`src/assert_macros.svh`:
```
// assertion macros shared by the scheduler modules
`ifndef ASSERT_MACROS_SVH
`define ASSERT_MACROS_SVH
// assert that an antecedent implies a consequent in the same cycle
`define ASSERT_IMPL(label, clk, rst_n, a, c, msg) \
    label: assert property (@(posedge clk) disable iff (!rst_n) (a) |-> (c)) \
        else $error(msg);
// assert that an antecedent implies a consequent in the next cycle
`define ASSERT_NEXT(label, clk, rst_n, a, c, msg) \
    label: assert property (@(posedge clk) disable iff (!rst_n) (a) |=> (c)) \
        else $error(msg);
`endif

```
`src/mlfq_pkg.sv`:
```
// shared types and constants of the multilevel feedback queue scheduler
`default_nettype none
package mlfq_pkg;
    localparam int MAX_TASKS  = 16;
    localparam int MAX_LEVELS = 4;
    localparam int ID_W       = $clog2(MAX_TASKS);
    localparam int LVL_W      = 2;
    localparam int CNT_W      = $clog2(MAX_TASKS + 1);
    localparam int QD         = 2;

    localparam logic [2:0] REG_LEVELS = 3'd0;
    localparam logic [2:0] REG_Q0     = 3'd1;
    localparam logic [2:0] REG_Q1     = 3'd2;
    localparam logic [2:0] REG_Q2     = 3'd3;
    localparam logic [2:0] REG_Q3     = 3'd4;
    localparam logic [2:0] REG_FCFS   = 3'd5;

    localparam logic OP_ARRIVE = 1'b0;
    localparam logic OP_TICK   = 1'b1;

    typedef struct packed {
        logic        op;
        logic [3:0]  task_id;
        logic [15:0] burst;
    } in_item_t;

    typedef struct packed {
        logic [15:0] tick_time;
        logic        cpu_busy;
        logic [3:0]  running_id;
        logic        first_run;
        logic        finished;
        logic [1:0]  run_level;
    } out_item_t;

    // classified command from front to back
    typedef struct packed {
        logic        tick;
        logic [3:0]  id;
        logic [15:0] burst;
    } cmd_t;
endpackage
`default_nettype wire

```
`src/mlfq_ram.sv`:
```
// generic single write port ram with registered read
`default_nettype none
module mlfq_ram #(
    parameter int WIDTH = 8,
    parameter int DEPTH = 16
) (
    input  wire logic                     clk,
    input  wire logic                     we,
    input  wire logic [$clog2(DEPTH)-1:0] waddr,
    input  wire logic [WIDTH-1:0]         wdata,
    input  wire logic [$clog2(DEPTH)-1:0] raddr,
    output logic      [WIDTH-1:0]         rdata
);
    logic [WIDTH-1:0] mem [DEPTH];

    always_ff @(posedge clk)
    begin
        if (we)
        begin
            mem[waddr] <= wdata;
        end
        rdata <= mem[raddr];
    end
endmodule
`default_nettype wire

```
`src/mlfq_front.sv`:
```
// input stage: classifies transactions and queues commands for the back end
`default_nettype none
`include "assert_macros.svh"
module mlfq_front
    import mlfq_pkg::*;
(
    input  wire logic                 clk,
    input  wire logic                 rst_n,
    input  wire logic                 in_valid,
    output logic                      in_stall,
    input  wire in_item_t             in_data,
    output logic                      cmd_valid,
    input  wire logic                 cmd_take,
    output cmd_t                      cmd
);
    cmd_t               q_reg [QD];
    logic [1:0]         cnt_reg, cnt_next;
    logic               rd_reg, rd_next;
    logic               wr_reg, wr_next;
    logic               acc, push;

    assign in_stall  = (cnt_reg == 2'(QD));
    assign acc       = in_valid && !in_stall;
    // zero bursts never do anything; active ids are checked when executed
    assign push      = acc && (in_data.op == OP_TICK || in_data.burst != 16'd0);
    assign cmd_valid = (cnt_reg != 2'd0);
    assign cmd       = q_reg[rd_reg];

    always_comb
    begin
        cnt_next = cnt_reg + 2'(push) - 2'(cmd_take);
        rd_next  = rd_reg ^ cmd_take;
        wr_next  = wr_reg ^ push;
    end

    always_ff @(posedge clk)
    begin
        if (push)
        begin
            q_reg[wr_reg] <= '{tick: in_data.op, id: in_data.task_id, burst: in_data.burst};
        end
    end

    always_ff @(posedge clk or negedge rst_n)
    begin
        if (!rst_n)
        begin
            cnt_reg <= '0;
            rd_reg  <= 1'b0;
            wr_reg  <= 1'b0;
        end
        else
        begin
            cnt_reg <= cnt_next;
            rd_reg  <= rd_next;
            wr_reg  <= wr_next;
        end
    end

    `ASSERT_IMPL(a_take_nonempty, clk, rst_n, cmd_take, cmd_valid, "take from empty queue")
    `ASSERT_IMPL(a_no_overflow, clk, rst_n, cnt_reg == 2'(QD), !push, "queue overflow")
endmodule
`default_nettype wire

```
`src/mlfq_back.sv`:
```
// execution stage: level fifos, task table and per tick dispatch
`default_nettype none
`include "assert_macros.svh"
module mlfq_back
    import mlfq_pkg::*;
(
    input  wire logic                 clk,
    input  wire logic                 rst_n,
    input  wire logic                 cfg_we,
    input  wire logic [2:0]           cfg_index,
    input  wire logic [7:0]           cfg_data,
    input  wire logic                 cmd_valid,
    output logic                      cmd_take,
    input  wire cmd_t                 cmd,
    output logic                      valid,
    input  wire logic                 stall,
    output out_item_t                 result
);
    localparam logic [1:0] S_IDLE = 2'd0;
    localparam logic [1:0] S_RUN  = 2'd1;

    logic [2:0]  lvls_reg;
    logic [7:0]  q_reg [4];
    logic        fcfs_reg;

    logic [1:0]  st_reg, st_next;
    logic [MAX_TASKS-1:0] act_reg;
    logic [MAX_TASKS-1:0] started_reg;
    logic [LVL_W-1:0]     tlvl_reg [MAX_TASKS];
    logic [15:0]          rem_reg [MAX_TASKS];
    logic [ID_W-1:0]      head_reg [MAX_LEVELS];
    logic [CNT_W-1:0]     cnt_reg [MAX_LEVELS];
    logic [ID_W-1:0]      run_reg;
    logic                 rv_reg;
    logic [7:0]           qu_reg;
    logic [15:0]          time_reg;
    logic                 ov_reg;
    out_item_t            res_reg;

    // fifo ram signals
    logic                 we;
    logic [5:0]           waddr, raddr;
    logic [ID_W-1:0]      wdata, rdata;
    // requeued task popped straight back from an empty level
    logic                 self_reg;

    mlfq_ram #(.WIDTH(ID_W), .DEPTH(MAX_LEVELS * MAX_TASKS)) u_fifo (
        .clk(clk), .we(we), .waddr(waddr), .wdata(wdata), .raddr(raddr), .rdata(rdata)
    );

    // phase one decisions (combinational on current state)
    logic [1:0]  nlev;
    logic [1:0]  clvl;
    logic        higher, preempt, last, expire, requeue;
    logic [1:0]  push_lvl;
    logic [MAX_LEVELS-1:0] ne, ne_after;
    logic        any_pop;
    logic [1:0]  pop_lvl;
    logic [7:0]  qlim;

    always_comb
    begin
        nlev = (lvls_reg == 3'd0) ? 2'd0 : (lvls_reg > 3'd4) ? 2'd3 : 2'(lvls_reg - 3'd1);
        clvl = tlvl_reg[run_reg];
        higher = 1'b0;
        for (int k = 0; k < MAX_LEVELS; k++)
        begin
            ne[k] = (cnt_reg[k] != '0);
            if (k < int'(clvl) && ne[k])
            begin
                higher = 1'b1;
            end
        end
        qlim    = (q_reg[clvl] == 8'd0) ? 8'd1 : q_reg[clvl];
        last    = (clvl >= nlev);
        preempt = rv_reg && higher;
        expire  = rv_reg && !higher && !(last && fcfs_reg) && (qu_reg >= qlim);
        requeue = preempt || expire;
        push_lvl = (expire && !last) ? clvl + 2'd1 : clvl;
        ne_after = ne;
        if (requeue)
        begin
            ne_after[push_lvl] = 1'b1;
        end
        any_pop = 1'b0;
        pop_lvl = 2'd0;
        for (int k = MAX_LEVELS - 1; k >= 0; k--)
        begin
            if (ne_after[k])
            begin
                any_pop = 1'b1;
                pop_lvl = 2'(k);
            end
        end
        if (rv_reg && !requeue)
        begin
            any_pop = 1'b0;
        end
    end

    logic do_tick, do_arr, arr_ok;
    // a tick may start while the previous result leaves this cycle
    assign do_tick  = (st_reg == S_IDLE) && cmd_valid && cmd.tick && (!ov_reg || !stall);
    assign do_arr   = (st_reg == S_IDLE) && cmd_valid && !cmd.tick;
    assign arr_ok   = do_arr && cmd.burst != 16'd0 && !act_reg[cmd.id];
    assign cmd_take = do_arr || do_tick;

    always_comb
    begin
        we    = 1'b0;
        waddr = '0;
        wdata = '0;
        if (arr_ok)
        begin
            we    = 1'b1;
            waddr = {2'd0, ID_W'(head_reg[0] + ID_W'(cnt_reg[0]))};
            wdata = cmd.id;
        end
        else if (do_tick && requeue)
        begin
            we    = 1'b1;
            waddr = {push_lvl, ID_W'(head_reg[push_lvl] + ID_W'(cnt_reg[push_lvl]))};
            wdata = run_reg;
        end
        raddr = {pop_lvl, head_reg[pop_lvl]};
    end

    // phase two: run one unit for the task in rid
    logic [ID_W-1:0] rid;
    logic [15:0]     rem_dec;
    assign rid     = (st_reg == S_RUN && (rv_reg || self_reg)) ? run_reg : rdata;
    assign rem_dec = rem_reg[rid] - 16'(rem_reg[rid] != 16'd0);

    always_comb
    begin
        st_next = st_reg;
        case (st_reg)
            S_IDLE:  if (do_tick) st_next = S_RUN;
            S_RUN:   st_next = S_IDLE;
            default: st_next = S_IDLE;
        endcase
    end

    logic pop_reg;

    always_ff @(posedge clk)
    begin
        if (arr_ok)
        begin
            rem_reg[cmd.id]  <= cmd.burst;
            tlvl_reg[cmd.id] <= '0;
        end
        if (do_tick && expire)
        begin
            tlvl_reg[run_reg] <= push_lvl;
        end
        if (st_reg == S_RUN && (rv_reg || pop_reg))
        begin
            rem_reg[rid] <= rem_dec;
        end
    end

    always_ff @(posedge clk or negedge rst_n)
    begin
        if (!rst_n)
        begin
            lvls_reg <= 3'd4;
            q_reg[0] <= 8'd8;
            q_reg[1] <= 8'd16;
            q_reg[2] <= 8'd32;
            q_reg[3] <= 8'd64;
            fcfs_reg <= 1'b1;
            st_reg   <= S_IDLE;
            act_reg  <= '0;
            started_reg <= '0;
            for (int k = 0; k < MAX_LEVELS; k++)
            begin
                head_reg[k] <= '0;
                cnt_reg[k]  <= '0;
            end
            run_reg  <= '0;
            rv_reg   <= 1'b0;
            qu_reg   <= '0;
            time_reg <= '0;
            ov_reg   <= 1'b0;
            res_reg  <= '0;
            pop_reg  <= 1'b0;
            self_reg <= 1'b0;
        end
        else
        begin
            st_reg <= st_next;
            if (cfg_we)
            begin
                case (cfg_index)
                    REG_LEVELS: lvls_reg <= cfg_data[2:0];
                    REG_Q0:     q_reg[0] <= cfg_data;
                    REG_Q1:     q_reg[1] <= cfg_data;
                    REG_Q2:     q_reg[2] <= cfg_data;
                    REG_Q3:     q_reg[3] <= cfg_data;
                    REG_FCFS:   fcfs_reg <= cfg_data[0];
                    default:    ;
                endcase
            end
            if (ov_reg && !stall)
            begin
                ov_reg <= 1'b0;
            end
            if (arr_ok)
            begin
                act_reg[cmd.id]     <= 1'b1;
                started_reg[cmd.id] <= 1'b0;
                cnt_reg[0]          <= cnt_reg[0] + 1'b1;
            end
            if (do_tick)
            begin
                pop_reg  <= any_pop;
                self_reg <= requeue && any_pop && pop_lvl == push_lvl &&
                            cnt_reg[push_lvl] == '0;
                if (requeue)
                begin
                    rv_reg <= 1'b0;
                end
                for (int k = 0; k < MAX_LEVELS; k++)
                begin
                    cnt_reg[k] <= cnt_reg[k]
                        + CNT_W'(requeue && push_lvl == 2'(k))
                        - CNT_W'(any_pop && pop_lvl == 2'(k));
                end
                if (any_pop)
                begin
                    head_reg[pop_lvl] <= head_reg[pop_lvl] + 1'b1;
                end
            end
            if (st_reg == S_RUN)
            begin
                ov_reg <= 1'b1;
                res_reg.tick_time <= time_reg;
                time_reg <= time_reg + 16'd1;
                if (rv_reg || pop_reg)
                begin
                    run_reg <= rid;
                    res_reg.cpu_busy   <= 1'b1;
                    res_reg.running_id <= rid;
                    res_reg.first_run  <= !started_reg[rid];
                    res_reg.run_level  <= tlvl_reg[rid];
                    res_reg.finished   <= (rem_dec == 16'd0);
                    started_reg[rid]   <= 1'b1;
                    qu_reg <= (pop_reg ? 8'd0 : qu_reg) +
                              8'((pop_reg ? 8'd0 : qu_reg) != 8'd255);
                    rv_reg <= (rem_dec != 16'd0);
                    if (rem_dec == 16'd0)
                    begin
                        act_reg[rid] <= 1'b0;
                    end
                end
                else
                begin
                    res_reg.cpu_busy   <= 1'b0;
                    res_reg.running_id <= '0;
                    res_reg.first_run  <= 1'b0;
                    res_reg.run_level  <= '0;
                    res_reg.finished   <= 1'b0;
                end
            end
        end
    end

    // rid is read in S_RUN; during pop path rv_reg was cleared or was zero
    assign valid  = ov_reg;
    assign result = res_reg;

    `ASSERT_NEXT(a_tick_two, clk, rst_n, do_tick, st_reg == S_RUN, "tick not in run phase")
    `ASSERT_IMPL(a_busy_active, clk, rst_n, rv_reg && st_reg == S_IDLE, act_reg[run_reg],
        "running task not active")
endmodule
`default_nettype wire

```
`src/mlfq_cpu_scheduler.sv`:
```
// top level of the multilevel feedback queue scheduler
// arrive: taken from the command queue while idle, no result
// tick: in the back end, decide and fifo read, then run and write back
// result shows in the cycle after the run phase; ticks do not overlap
// a two entry command queue decouples input from execution
// reset: async active low, clears queues, active table and registers to defaults
`default_nettype none
module mlfq_cpu_scheduler
    import mlfq_pkg::*;
(
    input  wire logic       clk,
    input  wire logic       rst_n,
    input  wire logic       cfg_we,
    input  wire logic [2:0] cfg_index,
    input  wire logic [7:0] cfg_data,
    input  wire logic       in_valid,
    output logic            in_stall,
    input  wire in_item_t   in_data,
    output logic            out_valid,
    input  wire logic       out_stall,
    output out_item_t       out_data
);
    logic                 cmd_valid, cmd_take;
    cmd_t                 cmd;

    mlfq_front u_front (
        .clk(clk), .rst_n(rst_n), .in_valid(in_valid), .in_stall(in_stall),
        .in_data(in_data), .cmd_valid(cmd_valid),
        .cmd_take(cmd_take), .cmd(cmd)
    );

    mlfq_back u_back (
        .clk(clk), .rst_n(rst_n), .cfg_we(cfg_we), .cfg_index(cfg_index),
        .cfg_data(cfg_data), .cmd_valid(cmd_valid), .cmd_take(cmd_take), .cmd(cmd),
        .valid(out_valid), .stall(out_stall), .result(out_data)
    );
endmodule
`default_nettype wire
```
`config.mk`:
```
export PLATFORM = sky130hd
export DESIGN_NAME = mlfq_cpu_scheduler
export DESIGN_NICKNAME = d
export VERILOG_FILES = /design/src/mlfq_pkg.sv /design/src/mlfq_ram.sv /design/src/mlfq_front.sv /design/src/mlfq_back.sv /design/src/mlfq_cpu_scheduler.sv
export VERILOG_INCLUDE_DIRS = /design/src /design/src/src
export SDC_FILE = /design/constraint.sdc
export NUM_CORES = 1
export LEC_CHECK = 0
export BUFFER_PORTS_ARGS = -buffer_cell sky130_fd_sc_hd__buf_2
export CORE_MARGIN = 1.5
export CORE_UTILIZATION = 45
export DETAILED_ROUTE_END_ITERATION = 8
export PLACE_DENSITY = 0.61
export SLEW_MARGIN = 5
export SYNTH_ARGS = -nofsm -noshare
export SYNTH_HDL_FRONTEND = slang
export SYNTH_HIERARCHICAL = 1
export SYNTH_SLANG_ARGS = --single-unit
```
`constraint.sdc`:
```
create_clock -name clk -period 11.3 [get_ports clk]
set_input_delay 3.39 -clock clk [delete_from_list [all_inputs] [get_ports clk]]
set_output_delay 3.39 -clock clk [all_outputs]
set_load 0.03 [all_outputs]
```
==> key figures, run 1 <==
Status
  – Outcome: completed

Worst setup path
  – CP Class: register to register
  – Critical path peak fanout: 22
  – Max stage delay on crit path: 0.84 ns
  – Cell mode on critical path: mux4_2
  – CP delay by family, top: multiplexers
  – Buf/Inv on CP: 1
  – CP arrival: 9.58 ns
  – Crit path required time: 11.60 ns
  – R2R Setup Slk: 2.02 ns
  – CP Launch Type: register
  – Crit. End Element: register
  – RR Startpoint: u_back/run_reg[0]
  – Crit-path slowest cell: dfrtp_1
  – CP cell instances: mux4_2 > mux4_2 > inv_1 > o21ai_0 > nand4_1 > o221ai_1 > ha_1 > nor2b_1 > o21ai_0 > a41oi_1 > nor4_4 > mux2_2 > nor2_1 > mux4_2 > ha_1 > a21o_1 > a21oi_1 > xnor2_1 > xnor2_1 > o22ai_1 > nand3b_1 > nor2_1
  – R2r endpoint: u_back/u_fifo/mem[26][3]
  – Worst R2R Path Depth: 22

STA
  – Min Tclk post-route: 9.28 ns
  – Slew HR: 0.260
  – Final setup fails: 0
  – Final clock skew: 0.0220 ns
  – Tightest Pin Transition: 1.10 ns
  – Final Hold Violating Endpoints: 0
  – Sum Neg Setup Slack: 0 ns
  – Max-slew violation count: 0
  – Min Hold Slack: 0.479 ns
  – RSZ-0062 raised after global routing: no
  – Crit share post-route: 0.821
  – Max Fclk: 108 MHz

Synthesis
  – Syn. warnings: 6
  – Post-synth top flop: edfxtp_1
  – Mapped Area: 33900 µm²
  – Gate Count Post-Synth: 2341
  – Post-Synthesis Net Count: 2441
  – Post-synthesis register bit count: 756
  – Post-synth EDFFs: 586
  – Seq/Total Area, Yosys: 0.645
  – Avg Cell Area, Syn: 14.5 µm²
  – Synth cell types: 101
  – Post-synthesis async set-or-reset flop share: 0.220

Cells and area
  – Fin nets: 2545
  – Commonest non-fill, non-tap cell in the layout: edfxtp_1
  – Commonest non-fill, non-tap cells in the layout: edfxtp_1 (586), nand2_1 (251), nor2_1 (176)
  – Fin area: 38100 µm²
  – Post-layout util: 0.512
  – Layout area overhead: 12.6%
  – Layout cell share with drive strength beyond 1: 0.192

Placement
  – I/O Buffers: 63
  – Gpl congestion: 0.899
  – Post-DP HPWL: 53600 µm
  – Placed Area: 35400 µm²

Clocking
  – Postcts setup bufs: 0
  – H-tree Lvls: 3
  – Hold-fix buffers at CTS: 0
  – TritonCTS clock tree: built
  – CTS resizes: 0
  – Num CTS Buffers: 80
  – Clock Sink Count: 756
  – Clk slew on worst S/H paths: 0.06 ns
  – Worst skew pair latency: 0.64 ns
  – Clock root cell: clkbuf_16
  – Clock buffer depth: 3

Die
  – # IOs: 64
  – Core area: 74400 µm²
  – Row cnt: 100
  – Full die area: 76900 µm²
  – Initial core utilization: 0.455
  – Die height: 277 µm
  – Die Span X: 277 µm

Detailed routing
  – Detailed Routing Iterations Pass 1: 5
  – Wirelength per Cell: 24.1 µm
  – Vias per Instance: 5.96
  – Drt drc: 0
  – Antenna violation net count after detailed routing: 0
  – DR iter-0 viols: 1996
  – Via count: 20751
  – Final Routed Wirelength: 83900 µm

Worst hold path
  – Hold crit path type: register to register
  – Hold endpoint: u_back/time_reg[15]
  – Worst Hold Depth: 1
  – Hold Crit Start: u_back/time_reg[15]

Pwr
  – Pwr Density: 308 nW/µm²
  – P_leak: 0.0139 µW
  – Total Power: 11800 µW
  – VDD IR-drop max: 0.209 mV

GRT
  – First-pass GRT wire length: 128000 µm
  – GRT overflow: 0
  – GRT Total Usage: 0.218
  – Pin count of the biggest net entering global routing: 98
  – Initial antenna violation count: 1
  – Vias in the first global route: 20639

Job
  – Max-cap violations: 0
## synthesized netlist by cell type, drive strengths merged, types with 9 or more instances
| library cell | number | share of area |
|---|---|---|
| a211oi | 13 | 0.0029 |
| nor3 | 18 | 0.0027 |
| nor2 | 193 | 0.021 |
| nor2b | 16 | 0.0030 |
| edfxtp | 586 | 0.52 |
| a22o | 14 | 0.0036 |
| nand3b | 9 | 0.0020 |
| nand2b | 20 | 0.0037 |
| ha | 57 | 0.021 |
| inv | 59 | 0.0065 |
| xnor2 | 39 | 0.010 |
| dfrtp | 160 | 0.12 |
| nor4 | 16 | 0.0040 |
| o21ai | 106 | 0.016 |
| nand3 | 63 | 0.0093 |
| o22ai | 20 | 0.0037 |
| mux2 | 88 | 0.029 |
| buf | 54 | 0.012 |
| mux4 | 110 | 0.075 |
| a21o | 12 | 0.0027 |
| nand4 | 10 | 0.0018 |
| a22oi | 20 | 0.0044 |
| mux2i | 103 | 0.030 |
| o221ai | 16 | 0.0043 |
| a21oi | 60 | 0.0089 |
| nand2 | 253 | 0.028 |
| clkbuf | 48 | 0.0057 |
| xor2 | 17 | 0.0044 |
| a31oi | 27 | 0.0050 |
## cell families after synthesis
family,count (synthesis),share of synthesized area
buffers and inverters,163,0.0240
flip-flops,756,0.645
AND/OR/NAND/NOR,642,0.0862
AO/OA/AOI/OAI,359,0.0707
adder cells (fa/ha/maj),64,0.0249
XOR/XNOR,56,0.0145
multiplexers,301,0.135
## through the flow
step,std cells,setup slack [ns]
2_1_floorplan,2341,3.43
3_3_place_gp,3332,2.20
3_5_place_dp,3332,1.97
4_1_cts,3482,1.95
5_1_grt,3483,1.31
6_report,3483,2.02
## power by group
| group | switching [µW] | internal, µW |
|---|---|---|
| sequential | 282 | 3820 |
| combinational | 3180 | 1800 |
| clock | 1090 | 1590 |
## worst max-delay path by stage
stage / slack (ns) / depth (start not counted) / to / start
after CTS: 1.95 / 22 / u_back/u_fifo/mem[57][0] / u_back/run_reg[0]
after detailed placement: 1.97 / 22 / u_back/u_fifo/mem[26][1] / u_back/run_reg[0]
after global placement: 2.20 / 22 / u_back/u_fifo/mem[24][0] / u_back/run_reg[0]
after floorplan: 3.43 / 28 / u_back/u_fifo/mem[23][0] / u_back/run_reg[0]
after global routing: 1.31 / 22 / u_back/u_fifo/mem[62][0] / u_back/run_reg[0]
final: 2.02 / 22 / u_back/u_fifo/mem[26][3] / u_back/run_reg[0]
## final cells by class
cell class / count / area, µm²
Antenna cell: 1 / 2.50
Clock buffer: 105 / 2210
Clock inverter: 45 / 509
Fill cell: 6138 / 36300
Inverter: 61 / 231
Multi-Input combinational cell: 1422 / 11400
Sequential cell: 756 / 21800
Tap cell: 969 / 1210
Timing Repair Buffer: 124 / 779
## per-layer routing
metal / vias up / part of all wire / routed length, µm / track usage
met4: 0 / 0.028 / 2340 / 0.0679
met3: 167 / 0.066 / 5560 / 0.0374
met5: - / 0 / 0 / 0
met1: 10584 / 0.43 / 36300 / 0.308
met2: 811 / 0.47 / 39700 / 0.345
li1: 9189 / - / - / -
Power figures use the tool's default switching activity.
==> inputs of run 2 (changes only) <==
--- a/config.mk
+++ b/config.mk
@@ -10,7 +10,7 @@
 export CORE_MARGIN = 1.5
 export CORE_UTILIZATION = 45
 export DETAILED_ROUTE_END_ITERATION = 8
-export PLACE_DENSITY = 0.61
+export PLACE_DENSITY = 0.64
 export SLEW_MARGIN = 5
 export SYNTH_ARGS = -nofsm -noshare
 export SYNTH_HDL_FRONTEND = slang
==> constraint.sdc (replaced) <==
create_clock -name clk -period 7.6 [get_ports clk]
set_input_delay 2.28 -clock clk [delete_from_list [all_inputs] [get_ports clk]]
set_output_delay 2.28 -clock clk [all_outputs]
set_load 0.03 [all_outputs]
==> run 2 against run 1 <==
Net effect: hold slack got worse by 0.014 ns; via count increased by 0.85%; combinational power increased by 54%; first-iteration DRC count increased by 0.70%; worst setup slack got worse by 1.7 ns; die area unchanged; cell count increased by 0.78%; largest power group unchanged.
==> key figures, run 2 (synthesis gave the netlist of run 1 again) <==
Clocking
  – Num CTS Buffers: 78 (-2.5%)
  – Clock buffer depth: 3 (unchanged)
  – H-tree Lvls: 3 (unchanged)
  – Worst skew pair latency: 0.64 ns (about the same)
  – TritonCTS clock tree: built
  – Clock root cell: clkbuf_16
  – Clk slew on worst S/H paths: 0.06 ns (about the same)
  – Clock Sink Count: 756 (unchanged)

STA
  – Max Fclk: 138 MHz (+28%)
  – RSZ-0062 raised after global routing: yes
  – Min Tclk post-route: 7.25 ns (-2.03 ns)
  – Final clock skew: 0.0349 ns (+0.0129 ns)
  – Final Hold Violating Endpoints: 0 (unchanged)
  – Final setup fails: 0 (unchanged)
  – Post-route setup slack: 0.349 ns (-1.67 ns)
  – Crit share post-route: 0.954 (+0.133)
  – Max-slew violation count: 0 (unchanged)
  – Slew HR: 0.115 (-0.146)
  – Tightest Pin Transition: 1.32 ns (+0.217 ns)

Worst setup path
  – CP Class: register to register
  – CP Launch Type: register
  – Crit path required time: 7.90 ns (-3.70 ns)
  – CP arrival: 7.55 ns (-2.03 ns)
  – Crit. End Element: register
  – R2R Setup Slk: 0.35 ns (-1.67 ns)
  – Critical path peak fanout: 16 (-27%)
  – RR Startpoint: u_back/run_reg[0]
  – R2r endpoint: u_back/u_fifo/mem[27][3]
  – Worst R2R Path Depth: 25 (+14%)

Placement
  – Post-place setup slack: -0.519 ns (-2.49 ns)
  – I/O Buffers: 63 (unchanged)
  – Gpl congestion: 0.887 (-1.3%)
  – Post-DP HPWL: 54700 µm (+2.0%)
  – Cells after DPL: 3362 (+0.90%)

Pwr
  – Pwr Density: 461 nW/µm² (+50%)
  – P_leak: 0.0141 µW (+1.3%)
  – Sw Pwr: 6870 µW (+51%)
  – Comb power frac: 0.429 (+0.006)
  – VDD IR-drop max: 0.231 mV (+11%)
  – Clock share of power: 0.229 (about the same)
  – Sequential Power Share: 0.342 (-0.007)
  – Sw frac: 0.386 (-0.000543)
  – Pint: 10900 µW (+51%)
  – Total Power: 17800 µW (+51%)

Die
  – Core area: 74400 µm² (unchanged)
  – Die Span X: 277 µm (unchanged)
  – Die height: 277 µm (unchanged)
  – # IOs: 64 (unchanged)
  – Initial core utilization: 0.455 (unchanged)
  – Full die area: 76900 µm² (unchanged)
  – Row cnt: 100 (unchanged)

Status
  – Outcome: completed

Detailed routing
  – Final Routed Wirelength: 83800 µm (about the same)
  – Vias per Instance: 5.96 (about the same)
  – Drt drc: 0 (unchanged)
  – Via count: 20928 (+0.85%)
  – Wirelength per Cell: 23.9 µm (-0.81%)
  – Detailed Routing Iterations Pass 1: 6 (+1)
  – Antenna violation net count after detailed routing: 0 (unchanged)
  – DR iter-0 viols: 2010 (+0.70%)

Cells and area
  – Layout cell share with drive strength beyond 1: 0.216 (+0.0246)
  – Fillers: 6106 (-0.52%)
  – Commonest non-fill, non-tap cell in the layout: edfxtp_1
  – Post-layout util: 0.518 (+0.00608)
  – Fin nets: 2576 (+1.2%)
  – Final cell count without fillers: 3510 (+0.78%)
  – Sequential cell area: 21800 µm² (about the same)
  – Layout area overhead: 13.9%
  – N_diodes: 0 (-1)
  – Commonest non-fill, non-tap cells in the layout: edfxtp_1 (586), nand2_1 (251), dfrtp_1 (159)
  – Multi-input combinational cell area: 11500 µm² (+1.0%)

GRT
  – First-pass GRT wire length: 129000 µm (+0.32%)
  – GRT overflow: 0 (unchanged)
  – GRT Total Usage: 0.218 (+0.000367)
  – Pin count of the biggest net entering global routing: 95 (-3.1%)
  – Initial antenna violation count: 0 (-1)
  – Vias in the first global route: 21021 (+1.9%)

Worst hold path
  – Worst Hold Depth: 1 (unchanged)
  – Hold Crit Start: u_back/time_reg[15]
  – Hold endpoint: u_back/time_reg[15]
  – Hold crit path type: register to register

Job
  – Max-cap violations: 0 (unchanged)
## run 2: changes by cell type in the layout (fill, tap and decap cells not counted), moves of 3 or more
cell	change
clkbuf_8	-4
clkinvlp_4	+5
nor2_2	+22
clkinv_2	+4
buf_4	+31
clkinv_4	-3
bufinv_16	+3
nor2_1	-24
clkinv_1	-7
## run 2: what timing repair did
item | in CTS | in global routing
resized for setup | 3 | 34
setup buffers | 0 | 3
endpoints found under the hold margin | 0 | 0
setup endpoints to repair | 256 | 259
gates cloned | 0 | 0
hold buffers | 0 | 0
## run 2: final cells by class
cell class	instances	area share
inverter	61	0.00616
timing repair buffer	157	0.0273
multi-input combinational	1422	0.297
clock buffer	98	0.0549
tap	969	0.0314
sequential	756	0.566
clock inverter	47	0.0171
## run 2: per-layer routing
metal / track usage / wire [µm] / part of all wire
met2: 0.349 / 40100 / 0.48
met5: 0 / 0 / 0
met3: 0.0392 / 6110 / 0.073
met4: 0.0685 / 2350 / 0.028
met1: 0.303 / 35300 / 0.42
## run 2: metrics by stage
stage / instance area [µm²] / TNS [ns] / hold WS (ns)
global placement: 35700 / -22.11 / 0.453
detailed placement: 35700 / -65.68 / 0.455
finish: 38600 / 0 / 0.465
global route: 38600 / -3.41 / 0.472
CTS: 38500 / 0 / 0.466
floorplan: 33900 / 0 / 0.436
## run 2: worst max-delay path by stage
stage | start | end | slack [ns] | cells past startpoint
6_report | u_back/run_reg[0] | u_back/u_fifo/mem[27][3] | 0.35 | 25
5_1_grt | u_back/run_reg[0] | u_back/u_fifo/mem[37][1] | -0.07 | 26
4_1_cts | u_back/run_reg[0] | u_back/u_fifo/mem[48][3] | 0.05 | 26
3_5_place_dp | u_back/run_reg[0] | u_back/u_fifo/mem[27][0] | -0.52 | 25
3_3_place_gp | u_back/run_reg[0] | u_back/u_fifo/mem[25][3] | -0.21 | 22
2_1_floorplan | u_back/run_reg[0] | u_back/u_fifo/mem[23][0] | 0.04 | 28
## run 2: worst max-delay path, stage by stage (launching register included)
cell and delay, ns:
dfrtp_2 0.49, mux4_2 0.54, mux2i_1 0.31, mux2i_2 0.20, clkinvlp_4 0.26, nand2_1 0.09, nand3_1 0.08, o21ai_0 0.13
nand4_1 0.13, o221ai_1 0.13, ha_1 0.29, nor2b_1 0.03, o21ai_0 0.15, a41oi_1 0.22, nor4_4 0.35, mux2_2 0.47
nor2_4 0.27, mux4_2 0.59, ha_1 0.31, a21o_1 0.17, a21oi_1 0.18, xnor2_1 0.16, xnor2_1 0.12, o22ai_4 0.39
nand3b_1 0.40, nor2_1 0.43
## run 2: power groups by stage
stage          Sequential [µW]  Clock, µW  Combinational, µW
2_1_floorplan             6050          0               5240
3_3_place_gp              6140          0               7350
3_5_place_dp              6160          0               7510
4_1_cts                   6080       4150               7560
5_1_grt                   6140       4310               8270
6_report                  6080       4070               7630
